## config.mk

```make
export PLATFORM = sky130hd
export DESIGN_NAME = dda_line_rasterizer_unit
export DESIGN_NICKNAME = d
export VERILOG_FILES = /design/src/hw/rtl/dlr_pkg.sv /design/src/hw/rtl/dlr_front.sv /design/src/hw/rtl/dlr_fifo.sv /design/src/hw/rtl/dlr_div.sv /design/src/hw/rtl/dlr_back.sv /design/src/hw/rtl/dda_line_rasterizer_unit.sv
export SDC_FILE = /design/constraint.sdc
export NUM_CORES = 1
export LEC_CHECK = 0
export ABC_AREA = 1
export BUFFER_PORTS_ARGS = -buffer_cell sky130_fd_sc_hd__buf_2
export CAP_MARGIN = 20
export CELL_PAD_IN_SITES_DETAIL_PLACEMENT = 2
export CELL_PAD_IN_SITES_GLOBAL_PLACEMENT = 2
export CORE_AREA = 2 2 260 262
export DETAILED_ROUTE_END_ITERATION = 16
export DIE_AREA = 0 0 262 264
export MAX_ROUTING_LAYER = met4
export PLACE_DENSITY = 0.85
export SYNTH_ARGS = -nofsm -noshare
export SYNTH_HDL_FRONTEND = slang
export SYNTH_SLANG_ARGS = --single-unit
```

## constraint.sdc

```tcl
create_clock -name clk -period 5.25 [get_ports clk]
set_input_delay 0.2625 -clock clk [delete_from_list [all_inputs] [get_ports clk]]
set_output_delay 0.2625 -clock clk [all_outputs]
set_load 0.01 [all_outputs]
```

## src/hw/rtl/dlr_pkg.sv

```systemverilog
package dlr_pkg;

    typedef enum logic
    {
        OP_LOAD = 1'b0,
        OP_STEP = 1'b1
    } op_t;

    localparam int COLOR_BITS = 4;

endpackage

```

## src/hw/rtl/dlr_front.sv

```systemverilog
module dlr_front
#(
    parameter int COORD_BITS = 10,
    parameter int IN_W       = 48,
    parameter type cmd_t     = logic
)
(
    input  logic              s_axis_tvalid,
    output logic              s_axis_tready,
    input  logic [IN_W-1:0]   s_axis_tdata,
    input  dlr_pkg::op_t      s_axis_tuser,
    output logic              push,
    output cmd_t              push_cmd,
    input  logic              full
);
    import dlr_pkg::*;

    localparam int C = COORD_BITS;

    logic [C-1:0]          x0;
    logic [C-1:0]          y0;
    logic [C-1:0]          x1;
    logic [C-1:0]          y1;
    logic [C-1:0]          ax;
    logic [C-1:0]          ay;
    logic                  sx;
    logic                  sy;
    logic [COLOR_BITS-1:0] color;

    assign x0    = s_axis_tdata[C-1:0];
    assign y0    = s_axis_tdata[2*C-1:C];
    assign x1    = s_axis_tdata[3*C-1:2*C];
    assign y1    = s_axis_tdata[4*C-1:3*C];
    assign color = s_axis_tdata[4*C+COLOR_BITS-1:4*C];

    // direction and magnitude per axis
    assign sx = x1 < x0;
    assign sy = y1 < y0;
    assign ax = sx ? (x0 - x1) : (x1 - x0);
    assign ay = sy ? (y0 - y1) : (y1 - y0);

    assign s_axis_tready = !full;
    assign push          = s_axis_tvalid && !full;

    always_comb
    begin
        push_cmd       = '0;
        push_cmd.op    = s_axis_tuser;
        push_cmd.x0    = x0;
        push_cmd.y0    = y0;
        push_cmd.ax    = ax;
        push_cmd.ay    = ay;
        push_cmd.sx    = sx;
        push_cmd.sy    = sy;
        push_cmd.steps = (ax > ay) ? ax : ay;
        push_cmd.color = color;
    end

endmodule

```

## src/hw/rtl/dlr_fifo.sv

```systemverilog
module dlr_fifo
#(
    parameter int  DEPTH = 4,
    parameter type cmd_t = logic
)
(
    input  logic clk,
    input  logic rst_n,
    input  logic push,
    input  cmd_t push_cmd,
    output logic full,
    input  logic pop,
    output cmd_t pop_cmd,
    output logic empty
);
    localparam int PTR_W = (DEPTH > 1) ? $clog2(DEPTH) : 1;
    localparam int CNT_W = $clog2(DEPTH + 1);

    cmd_t             mem_reg [DEPTH];
    logic [PTR_W-1:0] wr_ptr_reg;
    logic [PTR_W-1:0] rd_ptr_reg;
    logic [CNT_W-1:0] count_reg;

    assign full    = count_reg == CNT_W'(DEPTH);
    assign empty   = count_reg == '0;
    assign pop_cmd = mem_reg[rd_ptr_reg];

    function automatic logic [PTR_W-1:0] wrap_inc(logic [PTR_W-1:0] p);
        return (p == PTR_W'(DEPTH - 1)) ? '0 : p + 1'b1;
    endfunction

    always_ff @(posedge clk)
    begin
        if (push)
        begin
            mem_reg[wr_ptr_reg] <= push_cmd;
        end
    end

    always_ff @(posedge clk or negedge rst_n)
    begin
        if (!rst_n)
        begin
            wr_ptr_reg <= '0;
            rd_ptr_reg <= '0;
            count_reg  <= '0;
        end
        else
        begin
            if (push)
            begin
                wr_ptr_reg <= wrap_inc(wr_ptr_reg);
            end
            if (pop)
            begin
                rd_ptr_reg <= wrap_inc(rd_ptr_reg);
            end
            if (push && !pop)
            begin
                count_reg <= count_reg + 1'b1;
            end
            else if (pop && !push)
            begin
                count_reg <= count_reg - 1'b1;
            end
        end
    end

    a_no_overflow: assert property (@(posedge clk) disable iff (!rst_n)
        (push && !pop) |-> (count_reg != CNT_W'(DEPTH)))
        else $error("request queue overflow");

endmodule

```

## src/hw/rtl/dlr_div.sv

```systemverilog
module dlr_div
#(
    parameter int COORD_BITS = 10,
    parameter int FRAC_BITS  = 16
)
(
    input  logic                  clk,
    input  logic                  rst_n,
    input  logic                  start,
    input  logic [COORD_BITS-1:0] dividend_mag,
    input  logic [COORD_BITS-1:0] divisor,
    output logic                  done,
    output logic [FRAC_BITS:0]    quot
);
    localparam int C     = COORD_BITS;
    localparam int F     = FRAC_BITS;
    localparam int NW    = C + F + 1;
    localparam int CNT_W = $clog2(F + 2);

    typedef enum logic
    {
        DV_IDLE,
        DV_RUN
    } dv_state_t;

    dv_state_t        state_reg;
    logic [CNT_W-1:0] cnt_reg;
    logic [C-1:0]     rem_reg;
    logic [F:0]       nq_reg;
    logic [C-1:0]     den_reg;
    logic             done_reg;

    logic [NW-1:0]    numer;
    logic [C:0]       shifted;
    logic [C:0]       diff;
    logic             ge;

    // (mag << F) + divisor/2 gives the rounded quotient; it is below divisor << (F+1),
    // so the top C bits start as a valid partial remainder
    assign numer   = {1'b0, dividend_mag, {F{1'b0}}} + NW'(divisor >> 1);
    assign shifted = {rem_reg, nq_reg[F]};
    assign diff    = shifted - {1'b0, den_reg};
    assign ge      = shifted >= {1'b0, den_reg};

    assign done = done_reg;
    assign quot = nq_reg;

    always_ff @(posedge clk or negedge rst_n)
    begin
        if (!rst_n)
        begin
            state_reg <= DV_IDLE;
            cnt_reg   <= '0;
            rem_reg   <= '0;
            nq_reg    <= '0;
            den_reg   <= '0;
            done_reg  <= 1'b0;
        end
        else
        begin
            done_reg <= 1'b0;
            case (state_reg)
                DV_IDLE:
                begin
                    if (start)
                    begin
                        rem_reg   <= numer[NW-1:F+1];
                        nq_reg    <= numer[F:0];
                        den_reg   <= divisor;
                        cnt_reg   <= CNT_W'(F + 1);
                        state_reg <= DV_RUN;
                    end
                end
                DV_RUN:
                begin
                    rem_reg <= ge ? diff[C-1:0] : shifted[C-1:0];
                    nq_reg  <= {nq_reg[F-1:0], ge};
                    cnt_reg <= cnt_reg - 1'b1;
                    if (cnt_reg == CNT_W'(1))
                    begin
                        state_reg <= DV_IDLE;
                        done_reg  <= 1'b1;
                    end
                end
                default:
                begin
                    state_reg <= DV_IDLE;
                end
            endcase
        end
    end

endmodule

```

## src/hw/rtl/dlr_back.sv

```systemverilog
module dlr_back
#(
    parameter int  COORD_BITS = 10,
    parameter int  FRAC_BITS  = 16,
    parameter int  OUT_W      = 24,
    parameter type cmd_t      = logic
)
(
    input  logic             clk,
    input  logic             rst_n,
    input  logic             cmd_valid,
    output logic             cmd_ready,
    input  cmd_t             cmd,
    output logic             m_axis_tvalid,
    input  logic             m_axis_tready,
    output logic [OUT_W-1:0] m_axis_tdata,
    output logic             m_axis_tlast
);
    import dlr_pkg::*;

    localparam int C     = COORD_BITS;
    localparam int F     = FRAC_BITS;
    localparam int ACC_W = C + F + 2;
    localparam int PL_W  = C + 1;
    localparam logic [ACC_W:0] HALF = (ACC_W + 1)'(1) << (F - 1);

    typedef enum logic
    {
        ST_RUN,
        ST_DIV
    } state_t;

    state_t                   state_reg;
    logic signed [ACC_W-1:0]  x_acc_reg;
    logic signed [ACC_W-1:0]  y_acc_reg;
    logic signed [ACC_W-1:0]  x_step_reg;
    logic signed [ACC_W-1:0]  y_step_reg;
    logic [PL_W-1:0]          pixels_left_reg;
    logic [COLOR_BITS-1:0]    color_reg;
    logic                     sx_reg;
    logic                     sy_reg;
    logic                     out_valid_reg;
    logic [C-1:0]             out_x_reg;
    logic [C-1:0]             out_y_reg;
    logic [COLOR_BITS-1:0]    out_color_reg;
    logic                     out_last_reg;

    logic                     is_step;
    logic                     out_free;
    logic                     emit;
    logic                     load;
    logic                     div_start;
    logic                     div_done_x;
    logic                     div_done_y;
    logic [F:0]               q_x;
    logic [F:0]               q_y;
    logic signed [ACC_W-1:0]  qx_ext;
    logic signed [ACC_W-1:0]  qy_ext;

    function automatic logic [C-1:0] round_coord(logic signed [ACC_W-1:0] acc);
        logic [ACC_W:0] v;
        v = {acc[ACC_W-1], acc} + HALF;
        if (v[ACC_W])
        begin
            return '0;
        end
        else if (|v[ACC_W-1:F+C])
        begin
            return '1;
        end
        return v[F+C-1:F];
    endfunction

    assign is_step   = cmd.op == OP_STEP;
    assign out_free  = !out_valid_reg || m_axis_tready;
    // a step on a finished line is dropped; a load never waits on the output
    assign cmd_ready = (state_reg == ST_RUN)
                       && (!is_step || pixels_left_reg == '0 || out_free);
    assign emit      = cmd_valid && cmd_ready && is_step && pixels_left_reg != '0;
    assign load      = cmd_valid && cmd_ready && !is_step;
    assign div_start = load && cmd.steps != '0;

    assign qx_ext = {{(ACC_W-F-1){1'b0}}, q_x};
    assign qy_ext = {{(ACC_W-F-1){1'b0}}, q_y};

    dlr_div #(.COORD_BITS(C), .FRAC_BITS(F)) u_div_x
    (
        .clk          (clk),
        .rst_n        (rst_n),
        .start        (div_start),
        .dividend_mag (cmd.ax),
        .divisor      (cmd.steps),
        .done         (div_done_x),
        .quot         (q_x)
    );

    dlr_div #(.COORD_BITS(C), .FRAC_BITS(F)) u_div_y
    (
        .clk          (clk),
        .rst_n        (rst_n),
        .start        (div_start),
        .dividend_mag (cmd.ay),
        .divisor      (cmd.steps),
        .done         (div_done_y),
        .quot         (q_y)
    );

    assign m_axis_tvalid = out_valid_reg;
    assign m_axis_tlast  = out_last_reg;
    assign m_axis_tdata  = OUT_W'({out_color_reg, out_y_reg, out_x_reg});

    always_ff @(posedge clk or negedge rst_n)
    begin
        if (!rst_n)
        begin
            state_reg       <= ST_RUN;
            x_acc_reg       <= '0;
            y_acc_reg       <= '0;
            x_step_reg      <= '0;
            y_step_reg      <= '0;
            pixels_left_reg <= '0;
            color_reg       <= '0;
            sx_reg          <= 1'b0;
            sy_reg          <= 1'b0;
            out_valid_reg   <= 1'b0;
            out_x_reg       <= '0;
            out_y_reg       <= '0;
            out_color_reg   <= '0;
            out_last_reg    <= 1'b0;
        end
        else
        begin
            if (emit)
            begin
                out_valid_reg <= 1'b1;
            end
            else if (m_axis_tready)
            begin
                out_valid_reg <= 1'b0;
            end

            case (state_reg)
                ST_RUN:
                begin
                    if (load)
                    begin
                        x_acc_reg       <= {2'b00, cmd.x0, {F{1'b0}}};
                        y_acc_reg       <= {2'b00, cmd.y0, {F{1'b0}}};
                        pixels_left_reg <= {1'b0, cmd.steps} + 1'b1;
                        color_reg       <= cmd.color;
                        sx_reg          <= cmd.sx;
                        sy_reg          <= cmd.sy;
                        x_step_reg      <= '0;
                        y_step_reg      <= '0;
                        if (cmd.steps != '0)
                        begin
                            state_reg <= ST_DIV;
                        end
                    end
                    else if (emit)
                    begin
                        out_x_reg       <= round_coord(x_acc_reg);
                        out_y_reg       <= round_coord(y_acc_reg);
                        out_color_reg   <= color_reg;
                        out_last_reg    <= pixels_left_reg == PL_W'(1);
                        pixels_left_reg <= pixels_left_reg - 1'b1;
                        x_acc_reg       <= x_acc_reg + x_step_reg;
                        y_acc_reg       <= y_acc_reg + y_step_reg;
                    end
                end
                ST_DIV:
                begin
                    if (div_done_x)
                    begin
                        x_step_reg <= sx_reg ? -qx_ext : qx_ext;
                        y_step_reg <= sy_reg ? -qy_ext : qy_ext;
                        state_reg  <= ST_RUN;
                    end
                end
                default:
                begin
                    state_reg <= ST_RUN;
                end
            endcase
        end
    end

    a_div_lockstep: assert property (@(posedge clk) disable iff (!rst_n)
        div_done_x == div_done_y)
        else $error("dividers out of step");

    a_emit_live: assert property (@(posedge clk) disable iff (!rst_n)
        emit |-> (state_reg == ST_RUN && pixels_left_reg != '0 && out_free))
        else $error("pixel emitted without a live line");

    a_last_ends: assert property (@(posedge clk) disable iff (!rst_n)
        (emit && pixels_left_reg == PL_W'(1)) |=> (pixels_left_reg == '0 && m_axis_tlast))
        else $error("last pixel did not close the line");

endmodule

```

## src/hw/rtl/dda_line_rasterizer_unit.sv

```systemverilog
// channel     | group            | payload (low bit first)
// ------------+------------------+-----------------------------------------------
// request in  | s_axis_t*        | tdata: start_x, start_y, end_x, end_y, colour
//             |                  | tuser: operation (0 load, 1 step)
// pixel out   | m_axis_t*        | tdata: pixel_x, pixel_y, colour; tlast: last
//
// A step request passes the request queue, then its pixel is registered for output; one pixel
// a cycle while no divide runs and the output does not stall. A load with distinct endpoints
// holds the back end for set-up, FRAC_BITS+1 quotient bits from the restoring dividers and
// capture; steps queue behind it. Up to QUEUE_DEPTH requests queue while the back end divides
// or the pixel output stalls. Reset clears all control state; no clearing pass is needed.
module dda_line_rasterizer_unit
#(
    parameter int COORD_BITS  = 10,
    parameter int FRAC_BITS   = 16,
    parameter int QUEUE_DEPTH = 4,
    localparam int IN_W  = ((4 * COORD_BITS + dlr_pkg::COLOR_BITS + 7) / 8) * 8,
    localparam int OUT_W = ((2 * COORD_BITS + dlr_pkg::COLOR_BITS + 7) / 8) * 8
)
(
    input  logic             clk,
    input  logic             rst_n,
    input  logic             s_axis_tvalid,
    output logic             s_axis_tready,
    input  logic [IN_W-1:0]  s_axis_tdata,   // start_x, start_y, end_x, end_y, pixel_color
    input  dlr_pkg::op_t     s_axis_tuser,   // operation
    output logic             m_axis_tvalid,
    input  logic             m_axis_tready,
    output logic [OUT_W-1:0] m_axis_tdata,   // pixel_x, pixel_y, color_out
    output logic             m_axis_tlast    // last_pixel
);
    import dlr_pkg::*;

    typedef struct packed
    {
        op_t                   op;
        logic [COORD_BITS-1:0] x0;
        logic [COORD_BITS-1:0] y0;
        logic [COORD_BITS-1:0] ax;
        logic [COORD_BITS-1:0] ay;
        logic                  sx;
        logic                  sy;
        logic [COORD_BITS-1:0] steps;
        logic [COLOR_BITS-1:0] color;
    } cmd_t;

    logic push;
    logic full;
    logic pop;
    logic empty;
    cmd_t push_cmd;
    cmd_t pop_cmd;

    dlr_front #(.COORD_BITS(COORD_BITS), .IN_W(IN_W), .cmd_t(cmd_t)) u_front
    (
        .s_axis_tvalid (s_axis_tvalid),
        .s_axis_tready (s_axis_tready),
        .s_axis_tdata  (s_axis_tdata),
        .s_axis_tuser  (s_axis_tuser),
        .push          (push),
        .push_cmd      (push_cmd),
        .full          (full)
    );

    dlr_fifo #(.DEPTH(QUEUE_DEPTH), .cmd_t(cmd_t)) u_queue
    (
        .clk      (clk),
        .rst_n    (rst_n),
        .push     (push),
        .push_cmd (push_cmd),
        .full     (full),
        .pop      (pop),
        .pop_cmd  (pop_cmd),
        .empty    (empty)
    );

    logic cmd_ready;

    assign pop = !empty && cmd_ready;

    dlr_back #(.COORD_BITS(COORD_BITS), .FRAC_BITS(FRAC_BITS), .OUT_W(OUT_W),
               .cmd_t(cmd_t)) u_back
    (
        .clk           (clk),
        .rst_n         (rst_n),
        .cmd_valid     (!empty),
        .cmd_ready     (cmd_ready),
        .cmd           (pop_cmd),
        .m_axis_tvalid (m_axis_tvalid),
        .m_axis_tready (m_axis_tready),
        .m_axis_tdata  (m_axis_tdata),
        .m_axis_tlast  (m_axis_tlast)
    );

endmodule

```

==> results.cfg <==
[finish]
largest_reg_flops = 228
drive_above_1_share_pct = 6.05
finish.utilization_pct = 46.6
fin_nets = 3698
syn2layout_area_growth_pct = 12.4

[drt]
ant_nets = 0
drt-vias-per-instance = 5.68
drt-wirelength-per-cell_um = 25.1
firstDrtPassIters = 5
drtIter0Drc = 1757
vias = 25100
wl_um = 111000
drc_errors = 0

[grt]
first_global_vias = 28300
grt_remaining_overflow = 0
grt_usage_pct = 33.1
grt_max_degree = 122
grtUsageMet3_pct = 5.65
grtUsageMet1_pct = 37.8
grt_busiest_layer = met2
grt_pass1_wl_um = 170000
grt_use_met2_pct = 55.6
antenna_found_initial = 9

[clocking]
clock-sinks = 478
path_clk_slew_ps = 60
h-tree-depth = 2
clk_path_buf_depth = 3
root_buffer = clkbuf_16
cts_tree = done
worst_skew_pair.late_latency_ps = 670
cts_inserted_buffers = 55
cts_setup_buffers = 0

[min_path]
hold_class = in -> reg

[sta]
timing.hold.ws_ps = 197
worstMarginPinSlew_ps = 1070
setup_viol = 0
clock-skew-final_ps = 89.5
setup_tns_ps = 0
fmax_mhz = 200
fin_ws_ps = 243
slew-limit-headroom_pct = 28.9
rsz0062_at_grt = false
final.period_utilization_pct = 95.4
fin_crit_ps = 5010
drv_slew = 0
finalHoldViolations = 0

[setup_path]
cp_max_fo = 13
path_class = in -> reg
arrival_ps = 5400
cp-end-kind = flip-flop
cp-start-kind = input port
required_ps = 5640

[yosys]
yosysUniqueCellTypes = 44
synth_edf_count = 228
async_reset_ff_share_pct = 52.3
synth_warnings = 0
ys_seq_elements = 478
syn_nets = 3620
syn_inst = 3418
seq_area_frac_synth_pct = 47.5
synth_area_per_cell_um2 = 8.07
netlist_area_um2 = 27600
synth_flop_cell = dfrtp_1

[power]
p_per_area_nw_per_um2 = 676
p_leak_nw = 15.0
finalPower_mw = 21.0
ir_worst_vdd_mv = 0.350

[die]
die_h_um = 264
start_util_pct = 41.5
ios = 80
dieArea_um2 = 69200
coreArea_um2 = 66600
row_count = 95
die_w_um = 262

[placed_design]
port_buffers = 75
dp_slack_ps = 241
hpwlAfterDp_um = 71300
routabilityCongestion = 0.859

[outcome]
status = finished, final reports clean

[job]
maxCapViolCount = 0
[cell usage in the layout (no fill, tap or decap), drive strengths merged]
cell	count
nand2	1063
inv	399
nor2	301
nand3	292
dfrtp	250
edfxtp	228
o21ai	174
ha	140
a21oi	130
buf	101
xor2	76
clkbuf	70
o22ai	45
xnor2	31
nor3	30
nand4	27
dlygate4sd3	27
clkinv	25
a32o	22
nand3b	17
o211ai	12
o21bai	10
diode	9
a21o	9
fa	9
a22o	8
a31oi	7
o21a	7
nor4	6
and2	5
bufinv	5
or2	4
o31ai	4
clkinvlp	3
a21boi	2
a211oi	1
[path summary, 6_finish.rpt]
kind                                                   startpoint                                    end  slack, ps  depth (start not counted)
worst max-delay path                              s_axis_tdata[0]        u_queue.mem_reg[2][5]$_DFFE_PP_        240                         24
worst min-delay path                             s_axis_tdata[30]       u_queue.mem_reg[3][16]$_DFFE_PP_        200                          3
worst max register to register  u_queue.rd_ptr_reg[0]$_DFFE_PN0P_  u_back.u_div_y.den_reg[7]$_DFFE_PN0P_        980                         12
worst min register to register    u_back.out_x_reg[7]$_DFFE_PN0P_        u_back.out_x_reg[7]$_DFFE_PN0P_        470                          2
max in group asynchronous                                   rst_n      u_back.y_step_reg[22]$_DFFE_PN0P_       3540                          3
min in group asynchronous                                   rst_n  u_back.u_div_x.cnt_reg[4]$_DFFE_PN0P_        350                          2
[Yosys cell counts (6+ instances only)]
cell type / instances / share of area, %
nand2_1: 1061 / 14
inv_1: 393 / 5.3
nor2_1: 298 / 4.1
nand3_1: 291 / 5.3
dfrtp_1: 250 / 23
edfxtp_1: 228 / 25
o21ai_0: 152 / 2.8
ha_1: 140 / 6.3
a21oi_1: 129 / 2.3
xor2_1: 76 / 2.4
clkbuf_1: 58 / 0.79
o22ai_1: 45 / 1.0
buf_2: 31 / 0.56
xnor2_1: 31 / 0.98
nor3_1: 29 / 0.53
nand4_1: 27 / 0.61
a32o_1: 22 / 0.80
o21ai_1: 22 / 0.40
nand3b_1: 17 / 0.46
o211ai_1: 12 / 0.33
buf_1: 11 / 0.15
o21bai_1: 10 / 0.27
a21o_1: 9 / 0.24
fa_1: 9 / 0.65
a22o_1: 8 / 0.25
a31oi_1: 7 / 0.16
o21a_1: 7 / 0.19
nor4_1: 6 / 0.14
[layer usage]
| layer | up-vias | routed length, um |
|---|---|---|
| met2 | 688 | 55500 |
| met5 | - | 0 |
| met4 | 0 | 6070 |
| met1 | 12800 | 44200 |
| li1 | 11300 | - |
| met3 | 332 | 5150 |
[timing repair]
item                                    4_1_cts  5_1_grt
endpoints found under the setup margin        0       40
resized for setup                             0        5
hold buffers                                 27        0
hold endpoints to repair                    220        0
[cell type report]
| class | count | area [um^2] |
|---|---|---|
| timing repair buffer | 128 | 876 |
| inverter | 401 | 1510 |
| fill | 7369 | 35500 |
| clock inverter | 31 | 357 |
| clock buffer | 70 | 1490 |
| sequential | 478 | 13100 |
| multi-input combinational | 2432 | 12600 |
| tap | 873 | 1090 |
| antenna | 9 | 22.5 |
[through the flow]
| stage | instance area, um^2 | instances |
|---|---|---|
| detailed placement | 28900 | 4284 |
| finish | 31000 | 4422 |
| CTS | 31000 | 4412 |
| global placement | 28900 | 4284 |
| global route | 31000 | 4422 |
| floorplan | 27600 | 3418 |
[critical path, cell delays in order]
cell and delay [ps]:
dlygate4sd3_1 540, buf_2 200, ha_1 200, inv_1 60, fa_1 410, nand3_1 110
nand2_1 130, nand2_1 100, nand3_1 160, a21oi_4 440, clkinvlp_4 350, nand2_1 130
nand2_1 260, ha_1 420, nand2_1 120, inv_1 100, nand3_1 110, inv_1 100
nand2_1 70, o21ai_0 180, o22ai_1 140, inv_1 300, nand2_1 120, o21ai_1 340
[cells by family after synthesis]
kind of cell | Yosys count | synth area share, %
buffers and inverters | 508 | 7.19
AOI/OAI and AO/OA | 431 | 9.01
adders and majority gates | 149 | 7.00
and+or+nand+nor | 1745 | 25.9
DFF | 478 | 47.5
xor gates and xnor gates | 107 | 3.40
[power breakdown]
part	internal [mW]	switching, mW
Combinational	3.11	7.38
Clock	2.28	1.84
Sequential	5.33	1.03
Total	10.7	10.3
Note: power is estimated with default switching activity, not from simulation.
